### src/pcmc_pkg.sv
// ---------------------------------------------------------------------------
// pcmc_pkg
// Shared types, widths and helpers for the point cloud mean centering core.
// ---------------------------------------------------------------------------
`default_nettype none

package pcmc_pkg;

  localparam int COORD_W    = 32;
  localparam int SUM_W      = 48;
  localparam int CNT_W      = 17;
  localparam int MAX_POINTS = 65536;
  localparam int CNT_MAX    = 131071;
  localparam int CNT_LIMIT  = (MAX_POINTS < CNT_MAX) ? MAX_POINTS : CNT_MAX;
  localparam int STEP_W     = $clog2(SUM_W);
  localparam int LANES      = 3;

  localparam logic [SUM_W-1:0] POS_LIM = SUM_W'((64'd1 << (COORD_W - 1)) - 64'd1);
  localparam logic [SUM_W-1:0] NEG_LIM = SUM_W'(64'd1 << (COORD_W - 1));
  localparam logic [COORD_W-1:0] COORD_MAX = {1'b0, {(COORD_W-1){1'b1}}};
  localparam logic [COORD_W-1:0] COORD_MIN = {1'b1, {(COORD_W-1){1'b0}}};

  localparam logic CMD_ACCUM  = 1'b0;
  localparam logic CMD_CENTER = 1'b1;

  localparam logic KIND_REPORT = 1'b0;
  localparam logic KIND_POINT  = 1'b1;

  typedef enum logic [1:0] {
    S_RUN,
    S_LOAD,
    S_DIV,
    S_DONE
  } state_t;

  typedef struct packed {
    logic acc_en;     // pass-one item accepted
    logic cap_last;   // pass-one last item accepted
    logic cent_load;  // pass-two item accepted, load centered result
    logic div_load;
    logic div_step;
    logic rpt_load;   // store means, clear sums, load report
  } ctrl_t;

  typedef struct packed {
    logic div_last;
  } stat_t;

  typedef struct packed {
    logic               result_kind;
    logic [COORD_W-1:0] out_x;
    logic [COORD_W-1:0] out_y;
    logic [COORD_W-1:0] out_z;
    logic               out_point_valid;
    logic               out_last;
    logic [COORD_W-1:0] mean_x;
    logic [COORD_W-1:0] mean_y;
    logic [COORD_W-1:0] mean_z;
    logic               no_valid_points;
  } res_t;

  // Apply sign to a quotient magnitude and clamp to the coordinate range.
  function automatic logic [COORD_W-1:0] sat_quot(input logic neg,
                                                 input logic [SUM_W-1:0] q);
    logic [SUM_W-1:0] nq;
    nq = ~q + SUM_W'(1);
    if (neg) begin
      sat_quot = (q > NEG_LIM) ? COORD_MIN : nq[COORD_W-1:0];
    end else begin
      sat_quot = (q > POS_LIM) ? COORD_MAX : q[COORD_W-1:0];
    end
  endfunction

  // Coordinate minus mean, clamped to the coordinate range.
  function automatic logic [COORD_W-1:0] sat_diff(input logic [COORD_W-1:0] c,
                                                 input logic [COORD_W-1:0] m);
    logic [COORD_W:0] d;
    d = {c[COORD_W-1], c} - {m[COORD_W-1], m};
    if (d[COORD_W] != d[COORD_W-1]) begin
      sat_diff = d[COORD_W] ? COORD_MIN : COORD_MAX;
    end else begin
      sat_diff = d[COORD_W-1:0];
    end
  endfunction

endpackage

`default_nettype wire

### src/pcmc_in_if.sv
// ---------------------------------------------------------------------------
// pcmc_in_if
// Point input channel: valid/ready handshake with one point per item.
// ---------------------------------------------------------------------------
`default_nettype none

interface pcmc_in_if;
  logic                             valid;
  logic                             ready;
  logic                             cmd;
  logic signed [pcmc_pkg::COORD_W-1:0] coord_x;
  logic signed [pcmc_pkg::COORD_W-1:0] coord_y;
  logic signed [pcmc_pkg::COORD_W-1:0] coord_z;
  logic                             point_valid;
  logic                             last_point;

  modport source (output valid, cmd, coord_x, coord_y, coord_z, point_valid,
                  last_point, input ready);
  modport sink   (input valid, cmd, coord_x, coord_y, coord_z, point_valid,
                  last_point, output ready);
endinterface

`default_nettype wire

### src/pcmc_out_if.sv
// ---------------------------------------------------------------------------
// pcmc_out_if
// Result channel: valid/ready handshake carrying reports and centered points.
// ---------------------------------------------------------------------------
`default_nettype none

interface pcmc_out_if;
  logic                                valid;
  logic                                ready;
  logic                                result_kind;
  logic signed [pcmc_pkg::COORD_W-1:0] out_x;
  logic signed [pcmc_pkg::COORD_W-1:0] out_y;
  logic signed [pcmc_pkg::COORD_W-1:0] out_z;
  logic                                out_point_valid;
  logic                                out_last;
  logic signed [pcmc_pkg::COORD_W-1:0] mean_x;
  logic signed [pcmc_pkg::COORD_W-1:0] mean_y;
  logic signed [pcmc_pkg::COORD_W-1:0] mean_z;
  logic                                no_valid_points;

  modport source (output valid, result_kind, out_x, out_y, out_z, out_point_valid,
                  out_last, mean_x, mean_y, mean_z, no_valid_points, input ready);
  modport sink   (input valid, result_kind, out_x, out_y, out_z, out_point_valid,
                  out_last, mean_x, mean_y, mean_z, no_valid_points, output ready);
endinterface

`default_nettype wire

### src/pcmc_ctrl.sv
// ---------------------------------------------------------------------------
// pcmc_ctrl
// Sequencer: handshakes, divide sequencing and the output valid flag.
// ---------------------------------------------------------------------------
`default_nettype none

module pcmc_ctrl (
  input  wire logic            clk,
  input  wire logic            rst_n,
  input  wire logic            in_valid,
  input  wire logic            in_cmd,
  input  wire logic            in_last,
  output logic                 in_ready,
  output logic                 out_valid,
  input  wire logic            out_ready,
  input  wire pcmc_pkg::stat_t stat,
  output pcmc_pkg::ctrl_t      ctrl
);

  pcmc_pkg::state_t state_r, state_nxt;
  logic             out_valid_r, out_valid_nxt;
  logic             slot_free;
  logic             fire;

  // output register is free if empty or draining this cycle
  assign slot_free = !out_valid_r || out_ready;
  assign in_ready  = (state_r == pcmc_pkg::S_RUN) && slot_free;
  assign fire      = in_valid && in_ready;
  assign out_valid = out_valid_r;

  always_comb begin
    state_nxt = state_r;
    unique case (state_r)
      pcmc_pkg::S_RUN: begin
        if (fire && (in_cmd == pcmc_pkg::CMD_ACCUM) && in_last) begin
          state_nxt = pcmc_pkg::S_LOAD;
        end
      end
      pcmc_pkg::S_LOAD: begin
        state_nxt = pcmc_pkg::S_DIV;
      end
      pcmc_pkg::S_DIV: begin
        if (stat.div_last) begin
          state_nxt = pcmc_pkg::S_DONE;
        end
      end
      pcmc_pkg::S_DONE: begin
        if (slot_free) begin
          state_nxt = pcmc_pkg::S_RUN;
        end
      end
      default: state_nxt = pcmc_pkg::S_RUN;
    endcase
  end

  always_comb begin
    ctrl           = '0;
    ctrl.acc_en    = fire && (in_cmd == pcmc_pkg::CMD_ACCUM);
    ctrl.cap_last  = fire && (in_cmd == pcmc_pkg::CMD_ACCUM) && in_last;
    ctrl.cent_load = fire && (in_cmd == pcmc_pkg::CMD_CENTER);
    ctrl.div_load  = (state_r == pcmc_pkg::S_LOAD);
    ctrl.div_step  = (state_r == pcmc_pkg::S_DIV);
    ctrl.rpt_load  = (state_r == pcmc_pkg::S_DONE) && slot_free;
  end

  always_comb begin
    if (ctrl.cent_load || ctrl.rpt_load) begin
      out_valid_nxt = 1'b1;
    end else if (out_ready) begin
      out_valid_nxt = 1'b0;
    end else begin
      out_valid_nxt = out_valid_r;
    end
  end

  always_ff @(posedge clk) begin
    if (!rst_n) begin
      state_r     <= pcmc_pkg::S_RUN;
      out_valid_r <= 1'b0;
    end else begin
      state_r     <= state_nxt;
      out_valid_r <= out_valid_nxt;
    end
  end

endmodule

`default_nettype wire

### src/pcmc_dp.sv
// ---------------------------------------------------------------------------
// pcmc_dp
// Datapath: sums and count, three-lane restoring divider, stored means,
// centering subtractors and the output register.
// ---------------------------------------------------------------------------
`default_nettype none

module pcmc_dp (
  input  wire logic                         clk,
  input  wire logic                         rst_n,
  input  wire pcmc_pkg::ctrl_t              ctrl,
  output pcmc_pkg::stat_t                   stat,
  input  wire logic [pcmc_pkg::COORD_W-1:0] in_x,
  input  wire logic [pcmc_pkg::COORD_W-1:0] in_y,
  input  wire logic [pcmc_pkg::COORD_W-1:0] in_z,
  input  wire logic                         in_pv,
  input  wire logic                         in_last,
  output pcmc_pkg::res_t                    res
);

  localparam int CW = pcmc_pkg::COORD_W;
  localparam int SW = pcmc_pkg::SUM_W;
  localparam int NW = pcmc_pkg::CNT_W;
  localparam int TW = pcmc_pkg::STEP_W;
  localparam int NL = pcmc_pkg::LANES;

  logic [CW-1:0] coord [NL];

  logic [SW-1:0] sum_r  [NL];
  logic [SW-1:0] sum_nxt[NL];
  logic [NW-1:0] cnt_r, cnt_nxt;
  logic [CW-1:0] mean_r  [NL];
  logic [CW-1:0] mean_nxt[NL];

  logic [SW-1:0] q_r    [NL];
  logic [SW-1:0] q_nxt  [NL];
  logic [NW-1:0] rem_r  [NL];
  logic [NW-1:0] rem_nxt[NL];
  logic [NW:0]   trial  [NL];
  logic          ge     [NL];
  logic          neg_r  [NL];
  logic [TW-1:0] step_r, step_nxt;
  logic          pv_r;

  logic          acc_ok;
  logic          none;
  logic [CW-1:0] cent [NL];

  pcmc_pkg::res_t res_r, res_nxt;

  assign coord[0] = in_x;
  assign coord[1] = in_y;
  assign coord[2] = in_z;

  assign acc_ok = ctrl.acc_en && in_pv && (cnt_r < NW'(pcmc_pkg::CNT_LIMIT));
  assign none   = (cnt_r == '0);
  assign stat.div_last = (step_r == TW'(SW - 1));

  always_comb begin
    for (int i = 0; i < NL; i++) begin
      // one restoring step: shift in next dividend bit, subtract if it fits
      trial[i]   = {rem_r[i], q_r[i][SW-1]};
      ge[i]      = (trial[i] >= {1'b0, cnt_r});
      rem_nxt[i] = ge[i] ? NW'(trial[i] - {1'b0, cnt_r}) : trial[i][NW-1:0];
      q_nxt[i]   = {q_r[i][SW-2:0], ge[i]};
      sum_nxt[i] = sum_r[i];
      mean_nxt[i] = mean_r[i];
      cent[i]    = pcmc_pkg::sat_diff(coord[i], mean_r[i]);
      if (ctrl.rpt_load) begin
        sum_nxt[i]  = '0;
        mean_nxt[i] = none ? '0 : pcmc_pkg::sat_quot(neg_r[i], q_r[i]);
      end else if (acc_ok) begin
        sum_nxt[i] = sum_r[i] + {{(SW-CW){coord[i][CW-1]}}, coord[i]};
      end
    end
  end

  always_comb begin
    cnt_nxt = cnt_r;
    if (ctrl.rpt_load) begin
      cnt_nxt = '0;
    end else if (acc_ok) begin
      cnt_nxt = cnt_r + NW'(1);
    end
    step_nxt = ctrl.div_load ? '0 : (step_r + TW'(1));
  end

  always_comb begin
    res_nxt = res_r;
    if (ctrl.cent_load) begin
      res_nxt.result_kind     = pcmc_pkg::KIND_POINT;
      res_nxt.out_x           = in_pv ? cent[0] : in_x;
      res_nxt.out_y           = in_pv ? cent[1] : in_y;
      res_nxt.out_z           = in_pv ? cent[2] : in_z;
      res_nxt.out_point_valid = in_pv;
      res_nxt.out_last        = in_last;
      res_nxt.mean_x          = mean_r[0];
      res_nxt.mean_y          = mean_r[1];
      res_nxt.mean_z          = mean_r[2];
      res_nxt.no_valid_points = 1'b0;
    end else if (ctrl.rpt_load) begin
      res_nxt.result_kind     = pcmc_pkg::KIND_REPORT;
      res_nxt.out_x           = '0;
      res_nxt.out_y           = '0;
      res_nxt.out_z           = '0;
      res_nxt.out_point_valid = pv_r;
      res_nxt.out_last        = 1'b1;
      res_nxt.mean_x          = mean_nxt[0];
      res_nxt.mean_y          = mean_nxt[1];
      res_nxt.mean_z          = mean_nxt[2];
      res_nxt.no_valid_points = none;
    end
  end

  assign res = res_r;

  // model state
  always_ff @(posedge clk) begin
    if (!rst_n) begin
      cnt_r <= '0;
      for (int i = 0; i < NL; i++) begin
        sum_r[i]  <= '0;
        mean_r[i] <= '0;
      end
    end else begin
      cnt_r <= cnt_nxt;
      for (int i = 0; i < NL; i++) begin
        sum_r[i]  <= sum_nxt[i];
        mean_r[i] <= mean_nxt[i];
      end
    end
  end

  // divider and output payload
  always_ff @(posedge clk) begin
    res_r <= res_nxt;
    if (ctrl.cap_last) begin
      pv_r <= in_pv;
    end
    if (ctrl.div_load || ctrl.div_step) begin
      step_r <= step_nxt;
    end
    for (int i = 0; i < NL; i++) begin
      if (ctrl.div_load) begin
        neg_r[i] <= sum_r[i][SW-1];
        q_r[i]   <= sum_r[i][SW-1] ? (~sum_r[i] + SW'(1)) : sum_r[i];
        rem_r[i] <= '0;
      end else if (ctrl.div_step) begin
        q_r[i]   <= q_nxt[i];
        rem_r[i] <= rem_nxt[i];
      end
    end
  end

endmodule

`default_nettype wire

### src/point_cloud_mean_centering_core.sv
// ---------------------------------------------------------------------------
// point_cloud_mean_centering_core
// Two-pass centroid subtraction for a 3D fixed point cloud.
// ---------------------------------------------------------------------------
// Usage:
//   in_ch  : points (cmd, x, y, z, point_valid, last_point), valid/ready.
//   out_ch : results, valid/ready, behind a single output register.
//   Pass one (cmd 0) items are summed (point_valid only, up to 65536 points)
//   at one per cycle while no held result waits on out_ch.ready, and give no
//   result, except the last_point item, which starts the mean division. The
//   three means come from three restoring dividers running side by side, one
//   quotient bit per cycle over the 48-bit sums, and in_ch.ready stays low
//   until the report is loaded into the output register.
//   Pass two (cmd 1) items give a centered point in the cycle after accept,
//   at one item per cycle while out_ch.ready stays high.
//   When out_ch.ready is low and a result is held, in_ch.ready drops until
//   the held result is taken; no result is dropped.
//   Reset (rst_n low, synchronous) clears sums, count and stored means to
//   zero and empties the output register.
// ---------------------------------------------------------------------------
`default_nettype none

module point_cloud_mean_centering_core (
  input  wire logic clk,
  input  wire logic rst_n,
  pcmc_in_if.sink   in_ch,
  pcmc_out_if.source out_ch
);

  pcmc_pkg::ctrl_t ctrl;
  pcmc_pkg::stat_t stat;
  pcmc_pkg::res_t  res;

  pcmc_ctrl u_ctrl (
    .clk       (clk),
    .rst_n     (rst_n),
    .in_valid  (in_ch.valid),
    .in_cmd    (in_ch.cmd),
    .in_last   (in_ch.last_point),
    .in_ready  (in_ch.ready),
    .out_valid (out_ch.valid),
    .out_ready (out_ch.ready),
    .stat      (stat),
    .ctrl      (ctrl)
  );

  pcmc_dp u_dp (
    .clk     (clk),
    .rst_n   (rst_n),
    .ctrl    (ctrl),
    .stat    (stat),
    .in_x    (in_ch.coord_x),
    .in_y    (in_ch.coord_y),
    .in_z    (in_ch.coord_z),
    .in_pv   (in_ch.point_valid),
    .in_last (in_ch.last_point),
    .res     (res)
  );

  assign out_ch.result_kind     = res.result_kind;
  assign out_ch.out_x           = res.out_x;
  assign out_ch.out_y           = res.out_y;
  assign out_ch.out_z           = res.out_z;
  assign out_ch.out_point_valid = res.out_point_valid;
  assign out_ch.out_last        = res.out_last;
  assign out_ch.mean_x          = res.mean_x;
  assign out_ch.mean_y          = res.mean_y;
  assign out_ch.mean_z          = res.mean_z;
  assign out_ch.no_valid_points = res.no_valid_points;

`ifndef SYNTHESIS
  // input is blocked while the means are being divided
  a_busy_after_last: assert property (@(posedge clk) disable iff (!rst_n)
    (in_ch.valid && in_ch.ready && (in_ch.cmd == pcmc_pkg::CMD_ACCUM) &&
     in_ch.last_point) |=> !in_ch.ready)
    else $error("input accepted right after last pass-one point");

  a_empty_means_zero: assert property (@(posedge clk) disable iff (!rst_n)
    (out_ch.valid && (out_ch.result_kind == pcmc_pkg::KIND_REPORT) &&
     out_ch.no_valid_points) |->
    ((out_ch.mean_x == 0) && (out_ch.mean_y == 0) && (out_ch.mean_z == 0)))
    else $error("empty cloud report with nonzero means");

  a_point_flag_clear: assert property (@(posedge clk) disable iff (!rst_n)
    (out_ch.valid && (out_ch.result_kind == pcmc_pkg::KIND_POINT)) |->
    !out_ch.no_valid_points)
    else $error("centered point carries empty-cloud flag");

  a_report_is_last: assert property (@(posedge clk) disable iff (!rst_n)
    (out_ch.valid && (out_ch.result_kind == pcmc_pkg::KIND_REPORT)) |->
    (out_ch.out_last && (out_ch.out_x == 0)))
    else $error("report without last marker or with coordinates");
`endif

endmodule

`default_nettype wire

### src/flat_wrapper.sv
// flat-port wrapper written by rule: the top's interface ports become plain ports
module point_cloud_mean_centering_core_flat 
  (clk, rst_n, in_ch_valid, in_ch_cmd, in_ch_coord_x, in_ch_coord_y, in_ch_coord_z, in_ch_point_valid, in_ch_last_point, in_ch_ready, out_ch_valid, out_ch_result_kind, out_ch_out_x, out_ch_out_y, out_ch_out_z, out_ch_out_point_valid, out_ch_out_last, out_ch_mean_x, out_ch_mean_y, out_ch_mean_z, out_ch_no_valid_points, out_ch_ready);
  pcmc_in_if in_ch_i ();
  pcmc_out_if out_ch_i ();
  input  wire logic clk;
  input  wire logic rst_n;
  input wire logic [$bits(in_ch_i.valid)-1:0] in_ch_valid;
  input wire logic [$bits(in_ch_i.cmd)-1:0] in_ch_cmd;
  input wire logic [$bits(in_ch_i.coord_x)-1:0] in_ch_coord_x;
  input wire logic [$bits(in_ch_i.coord_y)-1:0] in_ch_coord_y;
  input wire logic [$bits(in_ch_i.coord_z)-1:0] in_ch_coord_z;
  input wire logic [$bits(in_ch_i.point_valid)-1:0] in_ch_point_valid;
  input wire logic [$bits(in_ch_i.last_point)-1:0] in_ch_last_point;
  output wire logic [$bits(in_ch_i.ready)-1:0] in_ch_ready;
  output wire logic [$bits(out_ch_i.valid)-1:0] out_ch_valid;
  output wire logic [$bits(out_ch_i.result_kind)-1:0] out_ch_result_kind;
  output wire logic [$bits(out_ch_i.out_x)-1:0] out_ch_out_x;
  output wire logic [$bits(out_ch_i.out_y)-1:0] out_ch_out_y;
  output wire logic [$bits(out_ch_i.out_z)-1:0] out_ch_out_z;
  output wire logic [$bits(out_ch_i.out_point_valid)-1:0] out_ch_out_point_valid;
  output wire logic [$bits(out_ch_i.out_last)-1:0] out_ch_out_last;
  output wire logic [$bits(out_ch_i.mean_x)-1:0] out_ch_mean_x;
  output wire logic [$bits(out_ch_i.mean_y)-1:0] out_ch_mean_y;
  output wire logic [$bits(out_ch_i.mean_z)-1:0] out_ch_mean_z;
  output wire logic [$bits(out_ch_i.no_valid_points)-1:0] out_ch_no_valid_points;
  input wire logic [$bits(out_ch_i.ready)-1:0] out_ch_ready;
  assign in_ch_i.valid = in_ch_valid;
  assign in_ch_i.cmd = in_ch_cmd;
  assign in_ch_i.coord_x = in_ch_coord_x;
  assign in_ch_i.coord_y = in_ch_coord_y;
  assign in_ch_i.coord_z = in_ch_coord_z;
  assign in_ch_i.point_valid = in_ch_point_valid;
  assign in_ch_i.last_point = in_ch_last_point;
  assign in_ch_ready = in_ch_i.ready;
  assign out_ch_valid = out_ch_i.valid;
  assign out_ch_result_kind = out_ch_i.result_kind;
  assign out_ch_out_x = out_ch_i.out_x;
  assign out_ch_out_y = out_ch_i.out_y;
  assign out_ch_out_z = out_ch_i.out_z;
  assign out_ch_out_point_valid = out_ch_i.out_point_valid;
  assign out_ch_out_last = out_ch_i.out_last;
  assign out_ch_mean_x = out_ch_i.mean_x;
  assign out_ch_mean_y = out_ch_i.mean_y;
  assign out_ch_mean_z = out_ch_i.mean_z;
  assign out_ch_no_valid_points = out_ch_i.no_valid_points;
  assign out_ch_i.ready = out_ch_ready;
  point_cloud_mean_centering_core u_core (.clk(clk), .rst_n(rst_n), .in_ch(in_ch_i), .out_ch(out_ch_i));
endmodule
### config.mk
export PLATFORM = sky130hd
export DESIGN_NAME = point_cloud_mean_centering_core_flat
export DESIGN_NICKNAME = d
export VERILOG_FILES = /design/src/pcmc_pkg.sv /design/src/pcmc_in_if.sv /design/src/pcmc_out_if.sv /design/src/pcmc_ctrl.sv /design/src/pcmc_dp.sv /design/src/point_cloud_mean_centering_core.sv /design/src/flat_wrapper.sv
export SDC_FILE = /design/constraint.sdc
export NUM_CORES = 2
export LEC_CHECK = 0
export BUFFER_PORTS_ARGS = -buffer_cell sky130_fd_sc_hd__buf_2
export CORE_ASPECT_RATIO = 1.1
export CORE_MARGIN = 8
export CORE_UTILIZATION = 27
export DETAILED_ROUTE_END_ITERATION = 8
export PLACE_DENSITY_LB_ADDON = 0.2
export SYNTH_ARGS = -nofsm -noshare
export SYNTH_HDL_FRONTEND = slang
export SYNTH_SLANG_ARGS = --single-unit
### constraint.sdc
create_clock -name clk -period 15 [get_ports clk]
set_clock_uncertainty 0.15 [all_clocks]
set_input_delay 0.75 -clock clk [delete_from_list [all_inputs] [get_ports clk]]
set_output_delay 0.75 -clock clk [all_outputs]
set_load 0.01 [all_outputs]
-- Word-level counts from Yosys, hierarchy flattened
Memories as Yosys holds them, arrays and structs flattened.
Index checks and enable logic that the tools add are counted.
- register bits: 223
- latch bits: 0
- memory bits (writable): 438
- bits in read-only memories: 0
- bits of input ports: 103
- output and inout bits: 198
- word-level logic and storage cells: 158
- memories kept: 5
- add/subtract/negate cells: 17
- multipliers: 0
- divide/modulo/power cells: 0
- order comparisons: 10
- eq/ne operators: 10
- shift operators: 0
- multiplexer cells: 63
- bitwise operators: 20
- reductions and logical operators: 18
- memory list (name ; depth ; width ; read ports ; clocked after Yosys merged registers in ; write ports ; RTL line ; RTL):
    u_core.u_dp.q_r ; 3 ; 48 ; 3 ; 0 ; 3 ; pcmc_dp.sv:35 ; logic [SW-1:0] q_r [NL];
    u_core.u_dp.sum_r ; 3 ; 48 ; 3 ; 0 ; 3 ; pcmc_dp.sv:29 ; logic [SW-1:0] sum_r [NL];
    u_core.u_dp.mean_r ; 3 ; 32 ; 3 ; 0 ; 3 ; pcmc_dp.sv:32 ; logic [CW-1:0] mean_r [NL];
    u_core.u_dp.rem_r ; 3 ; 17 ; 3 ; 0 ; 3 ; pcmc_dp.sv:37 ; logic [NW-1:0] rem_r [NL];
    u_core.u_dp.neg_r ; 3 ; 1 ; 3 ; 0 ; 3 ; pcmc_dp.sv:41 ; logic neg_r [NL];
- operator list (kind ; number):
    $mux W32 ; 27
    $mux W48 ; 15
    $mux W195 ; 2
    $add A48 B1 Y48 const B ; 3
    $add A48 B48 Y48 ; 3
    $gt A48 B31 Y1 const B ; 3
    $gt A48 B32 Y1 const B ; 3
    $not A48 Y48 ; 3
    $mux W17 ; 6
    $sub A32 B32 Y33 ; 3
    $add A32 B1 Y32 const B ; 3
    $not A32 Y32 ; 3
    $ge A18 B17 Y1 ; 3
    $sub A17 B17 Y17 ; 3
    $add A17 B1 Y17 const B ; 1
    $logic_not A17 Y1 ; 1
    $lt A17 B17 Y1 const B ; 1
    $or A1 B1 Y1 ; 12
    $mux W1 ; 9
    $logic_and A1 B1 Y1 ; 8
    $pmux W2 S4 ; 1
    $add A6 B1 Y6 const B ; 1
    $eq A6 B6 Y1 const B ; 1
    $mux W2 ; 3
    12 further kinds ; 20

-- Longest topological paths before layout
- depth after elaboration: 10
- depth in mapped cells: 18
- mapped depth without buffers: 18

-- By module
From an unflattened synthesis, not the netlist that was laid out.
- cell total of the unflattened synthesis: 5426
- area total of the unflattened synthesis: 45793.9 um2
- by module, submodules not included (module ; times used ; cells each ; area each (um2) ; sequential area each (um2)):
    pcmc_dp ; 1 ; 5399 ; 45551.2 ; 17166.5
    pcmc_ctrl ; 1 ; 27 ; 242.7 ; 60.1

-- Worst setup path before layout
OpenSTA, ideal clock, no wires.
- path kind: in2reg
- from: in out_ch_ready
- to: reg u_core.u_dp.res_r, in the netlist u_core.u_dp.res[100], enable pin
- setup time: 1.542 ns
- arrival time: 4.900 ns
- data required time: 13.308 ns
- path slack: 8.408 ns
- stages on the path: 5
- path buffers: 2
- path through: nand2b_1 nand2_1 clkbuf_1 buf_1 nand2_1
- longest elaborated chain between the ends: 5
- elaborated cells on any way between the ends: 6
- classes of those cells: reduce/logical: 6
- ends and longest elaborated chain (what ; RTL line ; RTL):
    start: declaration ; flat_wrapper.sv:27 ; input wire logic [$bits(out_ch_i.ready)-1:0] out_ch_ready;
    $logic_or A1 B1 Y1 * ; pcmc_ctrl.sv:26 ; assign slot_free = !out_valid_r || out_ready;
    $logic_and A1 B1 Y1 ; pcmc_ctrl.sv:27 ; assign in_ready = (state_r == pcmc_pkg::S_RUN) && slot_free;
    $logic_and A1 B1 Y1 ; pcmc_ctrl.sv:28 ; assign fire = in_valid && in_ready;
    $logic_and A1 B1 Y1 ; pcmc_ctrl.sv:60 ; ctrl.cent_load = fire && (in_cmd == pcmc_pkg::CMD_CENTER);
    $reduce_bool A2 Y1 (no line) * ; - ;
    end signal: assignment ; pcmc_dp.sv:136 ; res_r <= res_nxt;
    end: declaration ; pcmc_dp.sv:49 ; pcmc_pkg::res_t res_r, res_nxt;
Every way passes the cells marked *; elsewhere a longest branch is shown, timed or not.
A chain may end at the register's enable or synchronous reset.

==> out/qor.csv <==
stage,metric,value,unit
run_status,outcome,finished clean,
logic_synthesis,ys async rst share,0,%
power,power consumption,7.82,mW
global_routing,global route overflow,0,
clock_network,cts repair resizes,0,
floorplanning,Top Ports,301,
routing,DR vias,40200,
clock_network,CTS root buffer,clkbuf_16,
sta,Relative slew margins,13.8,%
sta,Setup-failing EPs final,0,
flow_run,Max-cap violations,0,
floorplanning,row count,158,
worst_setup_path,Worst setup SP type,register,
final_layout,Total Nets Final,6022,
sta,"Slew Viols, Final",0,
logic_synthesis,largest cells by area after synthesis,"edfxtp_1 26%, dfxtp_1 11%, ha_1 8.4%",
global_routing,vias in the first global route,38300,
sta,fin crit share,40.9,%
clock_network,cts bufs inserted,83,
clock_network,CTS tree,yes,
clock_network,Clock transition at path regs,0.06,ns
place,RD Place Congestion,0.890,
sta,Setup TNS,0,ns
logic_synthesis,Yosys warnings,0,
clock_network,"Clk Latency, worst-skew pair",0.71,ns
global_routing,gr usage total,16.0,%
logic_synthesis,Post-synth EDFFs,399,
routing,final wirelength,153000,um
floorplanning,Die Y,448,um
floorplanning,Initial Util,27.1,%
logic_synthesis,Syn Area/Cell,8.40,um^2
floorplanning,Core Area,168000,um^2
logic_synthesis,"flops & latches, synth",661,
final_layout,final instance count without filler cells,7917,
routing,First-pass DRT Iterations,6,
logic_synthesis,"area leader, netlist",edfxtp_1,
place,DP HPWL,114000,um
place,I/O Buffers,300,
routing,drc violations,0,
worst_setup_path,crit path capture type,register,
logic_synthesis,"Cell Area, Synth",45700,um^2
place,dpl cells,7759,
floorplanning,Die W,408,um
sta,Fin. Hold Viols,0,
final_layout,layout cells sized above 1,9.39,%
clock_network,Max H-tree Level,3,
logic_synthesis,"Distinct cells, synth",96,
worst_setup_path,CP Max Fanout,32,
worst_setup_path,crit path kind,register to register,
logic_synthesis,top cell type's share of synthesized area,26.2,%
global_routing,initial antenna violation count,14,
sta,RSZ-0062 raised after global routing,no,
sta,f_max,163,MHz
clock_network,CTS max path bufs,3,
global_routing,largest net degree at the start of global routing,209,
sta,Worst Hold Margin,0.229,ns
logic_synthesis,Synthesized Nets,5857,
clock_network,cts hold-fix bufs,0,
routing,ANT nets after route,0,
routing,DRT iter0 DRCs,2684,
place,pre-CTS WS,8.33,ns
routing,wire per inst,19.3,um
logic_synthesis,post-synthesis sequential area ratio,37.7,%
clock_network,CTS sink count,661,
sta,setup ws final,8.87,ns
logic_synthesis,Synth Flop Type,edfxtp_1,
power,power per cell area,149,nW/um^2
sta,Least-Margin Pin Slew,1.29,ns
worst_setup_path,Arrival @ worst endpoint,6.40,ns
sta,fin crit period,6.13,ns
floorplanning,Die Area,183000,um^2
power,peak supply drop,0.0930,mV
routing,via-per-instance ratio,5.08,
final_layout,Area Overhead vs Synth,14.9,%
power,Pleak,19.7,nW
global_routing,global-route wire length before repair,234000,um
min_path,Worst Hold Class,primary input to register,
logic_synthesis,cell count after synthesis,5439,
clock_network,Post-CTS Setup Bufs,0,
worst_setup_path,WP data required,15.26,ns
==> per-stage QoR <==
stage	cell area, um^2	utilization [%]
2_1_floorplan	45700	-
3_3_place_gp	49500	29.4
3_5_place_dp	49500	29.4
4_1_cts	52500	31.2
5_1_grt	52500	31.2
6_report	52500	31.2
==> flip-flops by register name (all words and copies together) (netlist names) <==
name,cells
u_core.u_dp.pv_r,1
u_core.u_dp.q_r,144
u_core.u_dp.mean_r,96
u_core.u_dp.step_r,6
u_core.u_dp.res,196
u_core.u_ctrl.state_r,2
u_core.u_dp.rem_r,51
u_core.u_dp.cnt_r,17
u_core.u_dp.neg_r,3
u_core.u_ctrl.out_valid,1
u_core.u_dp.sum_r,144
==> per-layer routing <==
layer / global-route usage, % / vias to the layer above / wire [um]
met5: 0 / - / 0
met4: 4.34 / 0 / 3450
met3: 2.00 / 164 / 6010
met2: 27.1 / 818 / 71900
met1: 21.5 / 19100 / 71800
li1: - / 20100 / -
==> report_power, final <==
| part | total [mW] | internal, mW | switching [mW] | leakage, nW |
|---|---|---|---|---|
| Combinational | 2.65 | 0.932 | 1.71 | 12.2 |
| Sequential | 2.94 | 2.55 | 0.393 | 5.96 |
| Clock | 2.23 | 1.34 | 0.890 | 1.46 |
==> logic make-up (layout without fill, tap and decap cells) <==
family          count (synthesis)  after routing  share of synthesized area [%]
compound gates               1721           1721                           22.9
xor+xnor                      401            401                           7.68
fa+ha+maj                     320            320                           8.88
buf+inv                       474            710                           3.91
flops                         661            661                           37.7
mux                            36             36                          0.810
other cells                     0              2                              0
simple gates                 1826           1826                           18.1
==> critical path, cell delays in order, from the launching register on <==
cell,delay [ns]
dfxtp_1,0.39
inv_1,0.06
ha_1,0.26
nor2b_1,0.14
o31ai_1,0.39
nand3b_1,0.23
a22o_1,0.35
o311a_1,0.41
o21a_1,0.21
o41ai_1,0.58
o21ai_1,0.22
a221oi_1,0.34
o21ai_1,0.15
xor2_1,0.16
ha_1,0.29
buf_4,0.37
a21o_1,0.93
o21ai_1,0.18
==> layout by cell type (no fill, tap or decap), types with 54 or more instances in the layout <==
master / count
a21o_1: 152
a21oi_1: 508
a31oi_1: 66
buf_2: 299
clkbuf_16: 88
dfxtp_1: 261
edfxtp_1: 399
ha_1: 304
inv_1: 201
nand2_1: 883
nand2b_1: 54
nand3_1: 119
nand4_1: 56
nor2_1: 332
nor2b_1: 66
nor3_1: 66
o21ai_0: 128
o21ai_1: 417
xnor2_1: 170
xor2_1: 231
==> synthesized netlist by cell type, types with 34 or more instances <==
library cell,n
nor4_1,43
o21bai_1,36
a211oi_1,40
o221ai_1,42
nand3_1,121
edfxtp_1,399
o211ai_1,48
nand2b_1,54
clkbuf_1,248
nor3_1,67
nor2_1,336
nand4_1,56
inv_1,201
ha_1,306
o21ai_1,418
o41ai_1,34
a21o_1,152
dfxtp_1,262
o21ai_0,128
and3_1,34
a21oi_1,509
or3_1,40
nor2b_1,66
o21a_1,34
o31ai_1,53
a31oi_1,67
xnor2_1,170
nand2_1,886
xor2_1,231
==> final cells by class <==
cell class	instances	area, um^2
antenna	2	5.00
tap	2240	2800
sequential	661	17200
fill	17900	116000
timing repair buffer	347	1870
multi-input combinational	4304	26800
clock buffer	117	2460
clock inverter	39	553
inverter	207	779
==> final timing paths <==
kind,start,endpoint,slack (ns),cells past startpoint
max,u_core.u_dp.mean_r[0][33],u_core.u_dp.res[140],8.87,17
min,in_ch_coord_y[4],u_core.u_dp.res[135],0.23,3
max reg2reg,u_core.u_dp.mean_r[0][33],u_core.u_dp.res[140],8.87,17
min reg2reg,u_core.u_dp.mean_r[0][71],u_core.u_dp.mean_r[0][71],0.32,2
Note: power is estimated with default switching activity, not from simulation.
